**config.mk**
```make
export PLATFORM = sky130hd
export DESIGN_NAME = sopf_cell
export DESIGN_NICKNAME = d
export VERILOG_FILES = /design/src/hw/rtl/sopf_pkg.sv /design/src/hw/rtl/sopf_cell.sv
export SDC_FILE = /design/constraint.sdc
export NUM_CORES = 1
export LEC_CHECK = 0
export BUFFER_PORTS_ARGS = -buffer_cell sky130_fd_sc_hd__buf_2
export CAP_MARGIN = 10
export CORE_MARGIN = 2
export CORE_UTILIZATION = 60
export CTS_BUF_LIST = sky130_fd_sc_hd__clkbuf_8
export DETAILED_ROUTE_END_ITERATION = 10
export GPL_ROUTABILITY_DRIVEN = 0
export PLACE_DENSITY_LB_ADDON = 0.1
export SYNTH_ARGS = -nofsm -noshare
export SYNTH_HDL_FRONTEND = slang
export SYNTH_SLANG_ARGS = --single-unit
```
**constraint.sdc**
```tcl
create_clock -name clock -period 18.8 [get_ports clock]
set_input_delay 0.94 -clock clock [delete_from_list [all_inputs] [get_ports clock]]
set_output_delay 0.94 -clock clock [all_outputs]
set_load 0.02 [all_outputs]
```
**src/hw/rtl/sopf_pkg.sv**
```systemverilog
package sopf_pkg;

   localparam int NUM_SLOTS_DEF  = 64;
   localparam int COORD_BITS_DEF = 16;
   localparam int SLOT_W         = 6;
   localparam int TAG_W          = 16;
   localparam int FIELD_W        = 16;
   localparam int AXES           = 3;
   localparam int MAX_HITS       = 63;

   localparam logic REQ_WRITE = 1'b0;
   localparam logic REQ_SWEEP = 1'b1;

   typedef enum logic [1:0] {
      ST_IDLE,
      ST_READ_A,
      ST_LOAD_A,
      ST_SCAN
   } state_type;

   typedef struct packed {
      logic                      req_type;
      logic [SLOT_W-1:0]         slot;
      logic [TAG_W-1:0]          entity_tag;
      logic signed [FIELD_W-1:0] pos_x;
      logic signed [FIELD_W-1:0] pos_y;
      logic signed [FIELD_W-1:0] pos_z;
      logic [FIELD_W-1:0]        radius;
      logic                      enabled;
      logic                      occupied;
   } req_beat_type;

   typedef struct packed {
      logic              hit;
      logic [SLOT_W-1:0] slot_a;
      logic [SLOT_W-1:0] slot_b;
      logic [TAG_W-1:0]  entity_a;
      logic [TAG_W-1:0]  entity_b;
      logic              last;
   } rsp_beat_type;

   // candidate B travelling down the compare chain
   typedef struct packed {
      logic              live;
      logic              ok;
      logic [SLOT_W-1:0] slot_b;
      logic [TAG_W-1:0]  entity_b;
   } cand_type;

endpackage

```
**src/hw/rtl/sopf_cell.sv**
```systemverilog
module sopf_cell #(
   parameter int COORD_BITS = sopf_pkg::COORD_BITS_DEF
) (
   input  logic                                              clock,
   input  logic                                              reset,
   input  sopf_pkg::cand_type                                cand_in,
   input  logic [sopf_pkg::AXES-1:0][COORD_BITS:0]           diff_in,
   input  logic [2*(COORD_BITS+1)+1:0]                       sum_in,
   input  logic [2*(COORD_BITS+1)-1:0]                       rsq_in,
   output sopf_pkg::cand_type                                cand_out,
   output logic [sopf_pkg::AXES-1:0][COORD_BITS:0]           diff_out,
   output logic [2*(COORD_BITS+1)+1:0]                       sum_out,
   output logic [2*(COORD_BITS+1)-1:0]                       rsq_out
);

   localparam int DW = COORD_BITS + 1;
   localparam int SW = 2 * DW + 2;

   logic signed [2*DW-1:0]           sq;
   sopf_pkg::cand_type               cand_ff;
   logic [sopf_pkg::AXES-1:0][DW-1:0] diff_ff, diff_in_shift;
   logic [SW-1:0]                    sum_ff, sum_in_acc;
   logic [2*DW-1:0]                  rsq_ff;

   // square the head axis and add it to the running distance
   assign sq            = $signed(diff_in[0]) * $signed(diff_in[0]);
   assign sum_in_acc    = sum_in + SW'(unsigned'(sq));
   assign diff_in_shift = {DW'(0), diff_in[sopf_pkg::AXES-1:1]};

   always_ff @(posedge clock) begin
      if (reset) begin
         cand_ff.live <= 1'b0;
      end else begin
         cand_ff.live <= cand_in.live;
      end
      cand_ff.ok       <= cand_in.ok;
      cand_ff.slot_b   <= cand_in.slot_b;
      cand_ff.entity_b <= cand_in.entity_b;
      diff_ff          <= diff_in_shift;
      sum_ff           <= sum_in_acc;
      rsq_ff           <= rsq_in;
   end

   assign cand_out = cand_ff;
   assign diff_out = diff_ff;
   assign sum_out  = sum_ff;
   assign rsq_out  = rsq_ff;

endmodule

```
# Yosys cells after proc, flatten, opt, wreduce, memory -nomap -nowiden
# Index checks and enable logic that the tools add are counted.
[op_classes]
n_addsub = 1
multipliers = 1
[ops]
columns = ["operator", "n"]
rows = [
  ["36-bit by 34-bit adder with 36-bit output", 1],
  ["17-bit by 17-bit multiplier with 34-bit output", 1],
]
[totals]
regBits = 128
in_bits = 147
out_inout_bits = 145
elab_cells = 10

# Logic depth before layout (Yosys ltp)
# Gate-level depths: netlist of the first run.
[depth]
word_depth = 2
depth_mapped = 33
mapped_depth_nobuf = 32

# Worst setup path after synthesis of the first run
# Ideal clock, no wire load.
[synth_timing]
kind = "input-to-reg"
from = "input port diff_in[2] (netlist name)"
to = "register sum_ff[33], in the netlist sum_out[33]"
setup_time_ns = 0.125
arrival_time_ns = 7.842
required_time_ns = 18.675
path_slack_ns = 10.833
cell_stages = 30
n_path_buf = 2
cell_sequence = "clkbuf_1 -> clkbuf_1 -> nand2_1 -> fa_1 -> inv_1 -> fa_1 -> inv_1 -> fa_1 -> inv_1 -> fa_1 -> fa_1 -> inv_1 -> fa_1 -> inv_1 -> ha_1 -> a21o_1 -> a311o_1 -> a41oi_1 -> nor3_2 -> o2111ai_2 -> a21boi_1 -> a311o_1 -> ha_1 -> or2_2 -> nand4_1 -> or2_0 -> o221ai_1 -> o211ai_1 -> a31oi_1 -> xor2_1"
[synth_via]
elab_chain_cells = 2
[synth_lines]
columns = ["element", "line", "source"]
rows = [
  ["start, declared", "sopf_cell.sv:7", "input logic [sopf_pkg::AXES-1:0][COORD_BITS:0] diff_in,"],
  ["17-bit by 17-bit multiplier with 34-bit output", "sopf_cell.sv:26", "assign sq = $signed(diff_in[0]) * $signed(diff_in[0]);"],
  ["36-bit by 34-bit adder with 36-bit output", "sopf_cell.sv:27", "assign sum_in_acc = sum_in + SW'(unsigned'(sq));"],
  ["named net sum_in_acc[33]", "sopf_cell.sv:22", "logic [SW-1:0] sum_ff, sum_in_acc;"],
  ["end signal, assigned", "sopf_cell.sv:40", "sum_ff <= sum_in_acc;"],
  ["end, declared", "sopf_cell.sv:22", ""],
]
# The timed path passes the listed nets, and every way through them passes these cells.
# A chain may end at the register's enable or synchronous reset.

# Worst setup path in the final report of the first run
[layout_timing]
from = "input port diff_in[4] (netlist name)"
to = "register sum_ff[33], in the netlist sum_out[33]"
# Same word-level chain as after synthesis.

==> results of run 1 <==
==> worst max-delay path, delay by kind of cell <==
| kind | cells | cell delay (ps) |
|---|---|---|
| xor+xnor | 1 | 160 |
| fa+ha+maj | 8 | 3690 |
| simple gates | 5 | 850 |
| compound gates | 9 | 2160 |
| buf+inv | 7 | 690 |
==> stage by stage <==
| stage | cells | instance area, sq um |
|---|---|---|
| 6_report | 2089 | 16500 |
| 3_5_place_dp | 2053 | 16100 |
| 4_1_cts | 2085 | 16500 |
| 3_3_place_gp | 2053 | 16100 |
| 5_1_grt | 2085 | 16500 |
| 2_1_floorplan | 1506 | 14600 |
==> kinds of logic (layout without fill, tap and decap cells) <==
kind of cell / count (synthesis) / in the layout / synth area share (%)
flops: 128 / 128 / 17.6
xor+xnor: 76 / 76 / 4.58
buf+inv: 408 / 668 / 11.0
other cells: 1 / 21 / 0.0258
fa+ha+maj: 397 / 397 / 47.9
mux: 2 / 2 / 0.146
simple gates: 289 / 289 / 9.76
compound gates: 189 / 189 / 8.98
==> layer usage <==
layer  share of wire [%]  wire, um  track usage [%]
met1                  40     13400             34.8
met2                  52     17300             48.0
met3                 6.6      2220             5.92
met4                 1.7       567             6.12
met5                   0         0                0
==> synthesized netlist by cell type, types with 3 or more instances <==
master / instances
sky130_fd_sc_hd__xnor2_1: 55
sky130_fd_sc_hd__o21bai_1: 7
sky130_fd_sc_hd__a211oi_1: 5
sky130_fd_sc_hd__a21oi_1: 54
sky130_fd_sc_hd__nor3_1: 10
sky130_fd_sc_hd__clkbuf_1: 29
sky130_fd_sc_hd__o21ai_0: 29
sky130_fd_sc_hd__nand2_1: 107
sky130_fd_sc_hd__buf_4: 17
sky130_fd_sc_hd__nand4_1: 4
sky130_fd_sc_hd__nand2b_1: 8
sky130_fd_sc_hd__a31o_2: 3
sky130_fd_sc_hd__nor2b_1: 16
sky130_fd_sc_hd__a31oi_1: 5
sky130_fd_sc_hd__o31ai_1: 3
sky130_fd_sc_hd__xor2_1: 21
sky130_fd_sc_hd__o21a_1: 10
sky130_fd_sc_hd__dfxtp_1: 128
sky130_fd_sc_hd__nand3_1: 16
sky130_fd_sc_hd__or2_2: 4
sky130_fd_sc_hd__a21o_1: 23
sky130_fd_sc_hd__fa_1: 267
sky130_fd_sc_hd__a211oi_2: 3
sky130_fd_sc_hd__and2_1: 54
sky130_fd_sc_hd__a41oi_1: 3
sky130_fd_sc_hd__inv_1: 362
sky130_fd_sc_hd__ha_1: 130
sky130_fd_sc_hd__o21ai_1: 6
sky130_fd_sc_hd__and3_1: 8
sky130_fd_sc_hd__nor2_1: 46
sky130_fd_sc_hd__nor4_1: 5
==> cell type report <==
class | count | area, sq um | area share [%]
clock inverter | 13 | 136 | 0.824
inverter | 362 | 1360 | 8.21
timing repair buffer | 274 | 1370 | 8.29
tap | 319 | 399 | 2.41
multi-input combinational | 970 | 10400 | 63.1
sequential | 128 | 2560 | 15.5
clock buffer | 19 | 262 | 1.58
antenna | 4 | 10.0 | 0.0605
==> worst min path at each step <==
stage                      from            to  slack (ps)  depth (start not counted)
floorplan            cand_in[0]   cand_out[0]         970                          0
global placement    diff_in[44]  diff_out[27]        1040                          1
detailed placement   rsq_in[29]   rsq_out[29]        1040                          1
CTS                  cand_in[3]   cand_out[3]         590                          1
global route         cand_in[3]   cand_out[3]         560                          1
finish               cand_in[3]   cand_out[3]         610                          1
==> state kept, by name, indices dropped and copies added, names as in the netlist <==
name,flops
sum_out,36
diff_out,34
rsq_out,34
cand_out,24
==> reports/results.env, run 1 <==
STATUS='completed'
FLOORPLAN.DIE_AREA_SQ_UM=25500
SYNTH.CELL_AREA_SQ_UM=14500
AVGROUTEDWIREPERCELL_UM=16.0
FLOORPLAN.DIE.WIDTH_UM=160
SYNTH.YOSYS.SEQ_AREA_SHARE_PCT=17.6
MAXSLEWHEADROOM_PCT=58.1
FIRST_GLOBAL_VIAS=11400
COUNT_OF_NETS_AFTER_FINISHING=2297
SYNTH_TOP_AREA_SHARE_PCT=36.7
DESIGN.CORE.AREA_SQ_UM=23600
SLOWEST_STAGE='sky130_fd_sc_hd__fa_1'
FINALMAXSLEWVIOLATIONS=0
DP_HPWL_UM=28800
RSZ_0062_RAISED_AFTER_GLOBAL_ROUTING='false'
POST-PLACE-WS_PS=10190
GRT_PASS1_WL_UM=55400
LAYOUT_AREA_GROWTH_OVER_SYNTHESIS_PCT=13.8
TIMING.SETUP.CRITICAL_PATH_CLASS='input port to register'
YOSYS.CELL_TYPES.COUNT=70
PIN_COUNT=292
INITIALDRTVIOLATIONCOUNT=574
DETAIL-ROUTE-ANTENNA-NETS=0
POST-ROUTE-PERIOD-UTIL_PCT=43.3
SETUP_TNS_PS=0
CTS_REPAIR_RESIZE_COUNT=0
DR.PASS1.ITERS=7
FINAL.HOLD.WORST_SLACK_PS=607
CP.ARRIVAL_PS=8490
OVERFLOW=0
CLOCK-SINKS=128
REMAINING_DRC_ERRORS=0
SYNTH_AREA_LEADERS='sky130_fd_sc_hd__fa_1 (37%), sky130_fd_sc_hd__dfxtp_1 (18%), sky130_fd_sc_hd__ha_1 (11%), sky130_fd_sc_hd__inv_1 (9.3%), sky130_fd_sc_hd__xnor2_1 (3.3%)'
DIE_HEIGHT_UM=160
POST-ROUTE-MIN-PERIOD_PS=8130
MAXCLOCKFREQUENCY_MHz=123
CAP_VIOLATIONS=0
LAYOUT.CELLS.MOST_COMMON_LIST='sky130_fd_sc_hd__inv_1 (362), sky130_fd_sc_hd__buf_2 (274), sky130_fd_sc_hd__fa_1 (267), sky130_fd_sc_hd__ha_1 (130), sky130_fd_sc_hd__dfxtp_1 (128)'
SYNTHESIS.YOSYS.WARNINGS=0
SYNTH_FLOP_CELL='sky130_fd_sc_hd__dfxtp_1'
WORST_SLEW_PIN_SLEW_PS=627
CP_SLOWEST_STAGE_DELAY_PS=560
CRITPATHCAPTURETYPE='register'
HOLDCRITPATHCLASS='input port to register'
WL_UM=33500
CORE.ROWCOUNT=56
PORT-BUFFER-COUNT=274
MOSTFREQUENTLAYOUTCELL='sky130_fd_sc_hd__inv_1'
FINAL-SETUP-VIOL-COUNT=0
CTS_HOLD_BUF=0
LAYOUT-DRIVE-GT1-SHARE_PCT=18.9
CTS_BUFFERS=17
DETAILROUTE.VIA_COUNT=10800
ANTENNA_VIOLATIONS_BEFORE_REPAIR=3
SETUP_WS_PS=10670
START_KIND='input port'
CP-STARTPOINT='diff_in[4]'
POST-SYNTH-TOP-AREA-CELL='sky130_fd_sc_hd__fa_1'
ASYNCSETRESETFLOPFRACSYNTH_PCT=0
CP_ENDPOINT='sum_out[33]'
HOLD_VIOL=0
CRITPATHREQUIREDTIME_PS=19160
POST_CTS.REPAIR.SETUP_BUFFERS=0
CTS_TREE='yes'
CRITICAL_PATH_PEAK_FANOUT=19
YS_SEQ_ELEMENTS=128
VIAS_PER_CELL=5.19
INITIAL_UTILIZATION_PCT=61.6
MAXIMUM_NUMBER_OF_PINS_ON_ONE_NET_BEFORE_GLOBAL_ROUTE_REPAIR=34
NETLIST_INSTANCES=1490
CLOCK_PIN_SLEW_ON_THE_WORST_SETUP_AND_HOLD_PATHS_PS=80
SYNTH_ENABLE_FLOP_CELLS=0
LAYOUT.FILLER_CELLS=1910
GLOBALROUTETOTALUTIL_PCT=27.3
SYNTH_AREA_PER_CELL_SQ_UM=9.76
CLOCKROOTBUFFER='sky130_fd_sc_hd__clkbuf_8'
CTS-ROOT-TO-SINK-BUFFERS=2
POST-ROUTE-UTIL_PCT=70.1
CLOCK_TREE.HTREE_LEVEL_COUNT=4
Power of run 1 is not shown: default switching activity piles up to over one toggle a cycle in this logic, so the estimate is an artifact.
==> run 2, diff against run 1 <==
--- a/config.mk
+++ b/config.mk
@@ -8,7 +8,7 @@
 export BUFFER_PORTS_ARGS = -buffer_cell sky130_fd_sc_hd__buf_2
 export CAP_MARGIN = 10
 export CORE_MARGIN = 2
-export CORE_UTILIZATION = 60
+export CORE_UTILIZATION = 53
 export CTS_BUF_LIST = sky130_fd_sc_hd__clkbuf_8
 export DETAILED_ROUTE_END_ITERATION = 10
 export GPL_ROUTABILITY_DRIVEN = 0
==> constraint.sdc (replaced) <==
create_clock -name clock -period 7.3 [get_ports clock]
set_input_delay 0.365 -clock clock [delete_from_list [all_inputs] [get_ports clock]]
set_output_delay 0.365 -clock clock [all_outputs]
set_load 0.02 [all_outputs]
==> reports/results.env, run 2 (synthesis results as in run 1) <==
DIE_HEIGHT_UM=170  # was 160 um
CLOCKROOTBUFFER='sky130_fd_sc_hd__clkbuf_8'  # unchanged
SETUP_TNS_PS=0  # unchanged
HOLD_VIOL=0  # unchanged
DETAILROUTE.VIA_COUNT=11500  # was 10800
FINAL-SETUP-VIOL-COUNT=0  # unchanged
PORT-BUFFER-COUNT=274  # unchanged
CORE.ROWCOUNT=60  # was 56
INITIALDRTVIOLATIONCOUNT=505  # was 574
CTS_BUFFERS=25  # was 17
CLOCK_PIN_SLEW_ON_THE_WORST_SETUP_AND_HOLD_PATHS_PS=70  # was 80 ps
COUNT_OF_NETS_AFTER_FINISHING=2531  # was 2297
FLOORPLAN.DIE.WIDTH_UM=170  # was 160 um
SETUP_WS_PS=294  # was 10670 ps
CLOCK_TREE.HTREE_LEVEL_COUNT=4  # unchanged
INITIAL_UTILIZATION_PCT=54.0  # was 61.6%
POST-ROUTE-MIN-PERIOD_PS=7010
CLOCK-SINKS=128  # unchanged
STATUS='completed'  # unchanged
CRITICAL_PATH_PEAK_FANOUT=6  # was 19
MAXIMUM_NUMBER_OF_PINS_ON_ONE_NET_BEFORE_GLOBAL_ROUTE_REPAIR=16  # was 34
MAXCLOCKFREQUENCY_MHz=143
DR.PASS1.ITERS=5  # was 7
HOLDPATHEND='rsq_out[23]'  # was cand_out[3]
DESIGN.CORE.AREA_SQ_UM=27000  # was 23600 sq um
HOLD_DEPTH=1  # unchanged
FINALMAXSLEWVIOLATIONS=0  # unchanged
MOSTFREQUENTLAYOUTCELL='sky130_fd_sc_hd__inv_1'  # unchanged
CTS_TREE='yes'  # unchanged
HOLDCRITPATHCLASS='input port to register'  # unchanged
AVGROUTEDWIREPERCELL_UM=15.5  # was 16.0 um
START_KIND='input port'  # unchanged
DETAIL-ROUTE-ANTENNA-NETS=0  # unchanged
CRITPATHREQUIREDTIME_PS=7650  # was 19160 ps
PIN_COUNT=292  # unchanged
REMAINING_DRC_ERRORS=0  # unchanged
MAX_REG_FLOPS=36  # unchanged
GLOBALROUTETOTALUTIL_PCT=25.9  # was 27.3%
GRT_PASS1_WL_UM=58800  # was 55400 um
CAP_VIOLATIONS=0  # unchanged
DP_HPWL_UM=30400  # was 28800 um
OVERFLOW=0  # unchanged
TIMING.HOLD.WORST.START='rsq_in[23]'  # was cand_in[3]
FLOORPLAN.DIE_AREA_SQ_UM=28800  # was 25500 sq um
ANTENNA_VIOLATIONS_BEFORE_REPAIR=2  # was 3
POST-ROUTE-PERIOD-UTIL_PCT=96.0
FIRST_GLOBAL_VIAS=12100  # was 11400
FINAL_CELL_COUNT_NO_FILL=2335  # was 2089
POST-PLACE-WS_PS=-344  # was 10190 ps
LAYOUT-DRIVE-GT1-SHARE_PCT=25.1  # was 18.9%
CRITPATHCAPTURETYPE='register'  # unchanged
LAYOUT_AREA_GROWTH_OVER_SYNTHESIS_PCT=28.2  # was 13.8%
CP-STARTPOINT='diff_in[4]'  # unchanged
CTS-ROOT-TO-SINK-BUFFERS=3  # was 2
VIAS_PER_CELL=4.91  # was 5.19
TIMING.SETUP.CRITICAL_PATH_CLASS='input port to register'  # unchanged
DP_CELLS=2215  # was 2053
LAYOUT.CELLS.MOST_COMMON_LIST='sky130_fd_sc_hd__inv_1 (364), sky130_fd_sc_hd__buf_2 (270), sky130_fd_sc_hd__fa_1 (264), sky130_fd_sc_hd__buf_4 (140), sky130_fd_sc_hd__ha_1 (129)'  # was sky130_fd_sc_hd__inv_1 (362), sky130_fd_sc_hd__buf_2 (274), sky130_fd_sc_hd__fa_1 (267), sky130_fd_sc_hd__ha_1 (130), sky130_fd_sc_hd__dfxtp_1 (128)
WL_UM=36200  # was 33500 um
CP.ARRIVAL_PS=7350  # was 8490 ps
run 2: layout make-up:
cell class / instances / area [sq um]
Tap cell: 341 / 427
Timing Repair Buffer: 500 / 3330
Antenna cell: 2 / 5.00
Fill cell: 2139 / 8300
Clock buffer: 28 / 385
Sequential cell: 128 / 2560
Clock inverter: 4 / 16.3
Inverter: 362 / 1360
Multi-Input combinational cell: 970 / 10600
run 2: worst max-delay path by stage:
stage | depth (start not counted) | end | slack (ps)
CTS | 30 | sum_out[33] | 140
detailed placement | 30 | sum_out[33] | -340
finish | 28 | sum_out[33] | 290
global placement | 30 | sum_out[33] | -160
floorplan | 30 | sum_out[33] | 0.4
global route | 31 | sum_out[31] | -9
run 2: worst max-delay path, stage by stage:
cell,delay (ps)
sky130_fd_sc_hd__clkbuf_4,160
sky130_fd_sc_hd__and2_1,180
sky130_fd_sc_hd__fa_1,530
sky130_fd_sc_hd__inv_1,50
sky130_fd_sc_hd__fa_1,490
sky130_fd_sc_hd__fa_1,520
sky130_fd_sc_hd__inv_1,60
sky130_fd_sc_hd__fa_1,480
sky130_fd_sc_hd__fa_1,490
sky130_fd_sc_hd__inv_1,50
sky130_fd_sc_hd__fa_1,490
sky130_fd_sc_hd__inv_1,50
sky130_fd_sc_hd__ha_1,220
sky130_fd_sc_hd__a2111o_1,380
sky130_fd_sc_hd__a311oi_1,240
sky130_fd_sc_hd__a21boi_2,250
sky130_fd_sc_hd__nor3_2,80
sky130_fd_sc_hd__o2111ai_2,230
sky130_fd_sc_hd__a21boi_2,100
sky130_fd_sc_hd__a311o_1,360
sky130_fd_sc_hd__ha_1,310
sky130_fd_sc_hd__or2_2,320
sky130_fd_sc_hd__nand4_1,120
sky130_fd_sc_hd__or2_0,150
sky130_fd_sc_hd__o221ai_2,120
sky130_fd_sc_hd__o211ai_1,230
sky130_fd_sc_hd__a31oi_1,140
sky130_fd_sc_hd__xor2_1,160
run 2: through the flow:
step	cell area, sq um	hold WS (ps)	util [%]
CTS	18400	0.396	68.3
finish	18700	27.2	69.2
global route	18600	1.90	69.2
global placement	17300	467	64.0
floorplan	14600	393	-
detailed placement	17300	469	64.0
run 2: layer usage:
layer	track usage, %	part of all wire, %
met5	0	0.033
met3	4.66	5.3
met2	45.9	52
met1	33.3	41
met4	5.02	1.7
run 2: timing repair:
action | 4_1_cts | 5_1_grt
endpoints found under the setup margin | 0 | 15
resized for setup | 0 | 37
buffers inserted | 0 | 2
hold buffers | 76 | 8
endpoints found under the hold margin | 76 | 8
Power of run 2 is left out for the same reason.
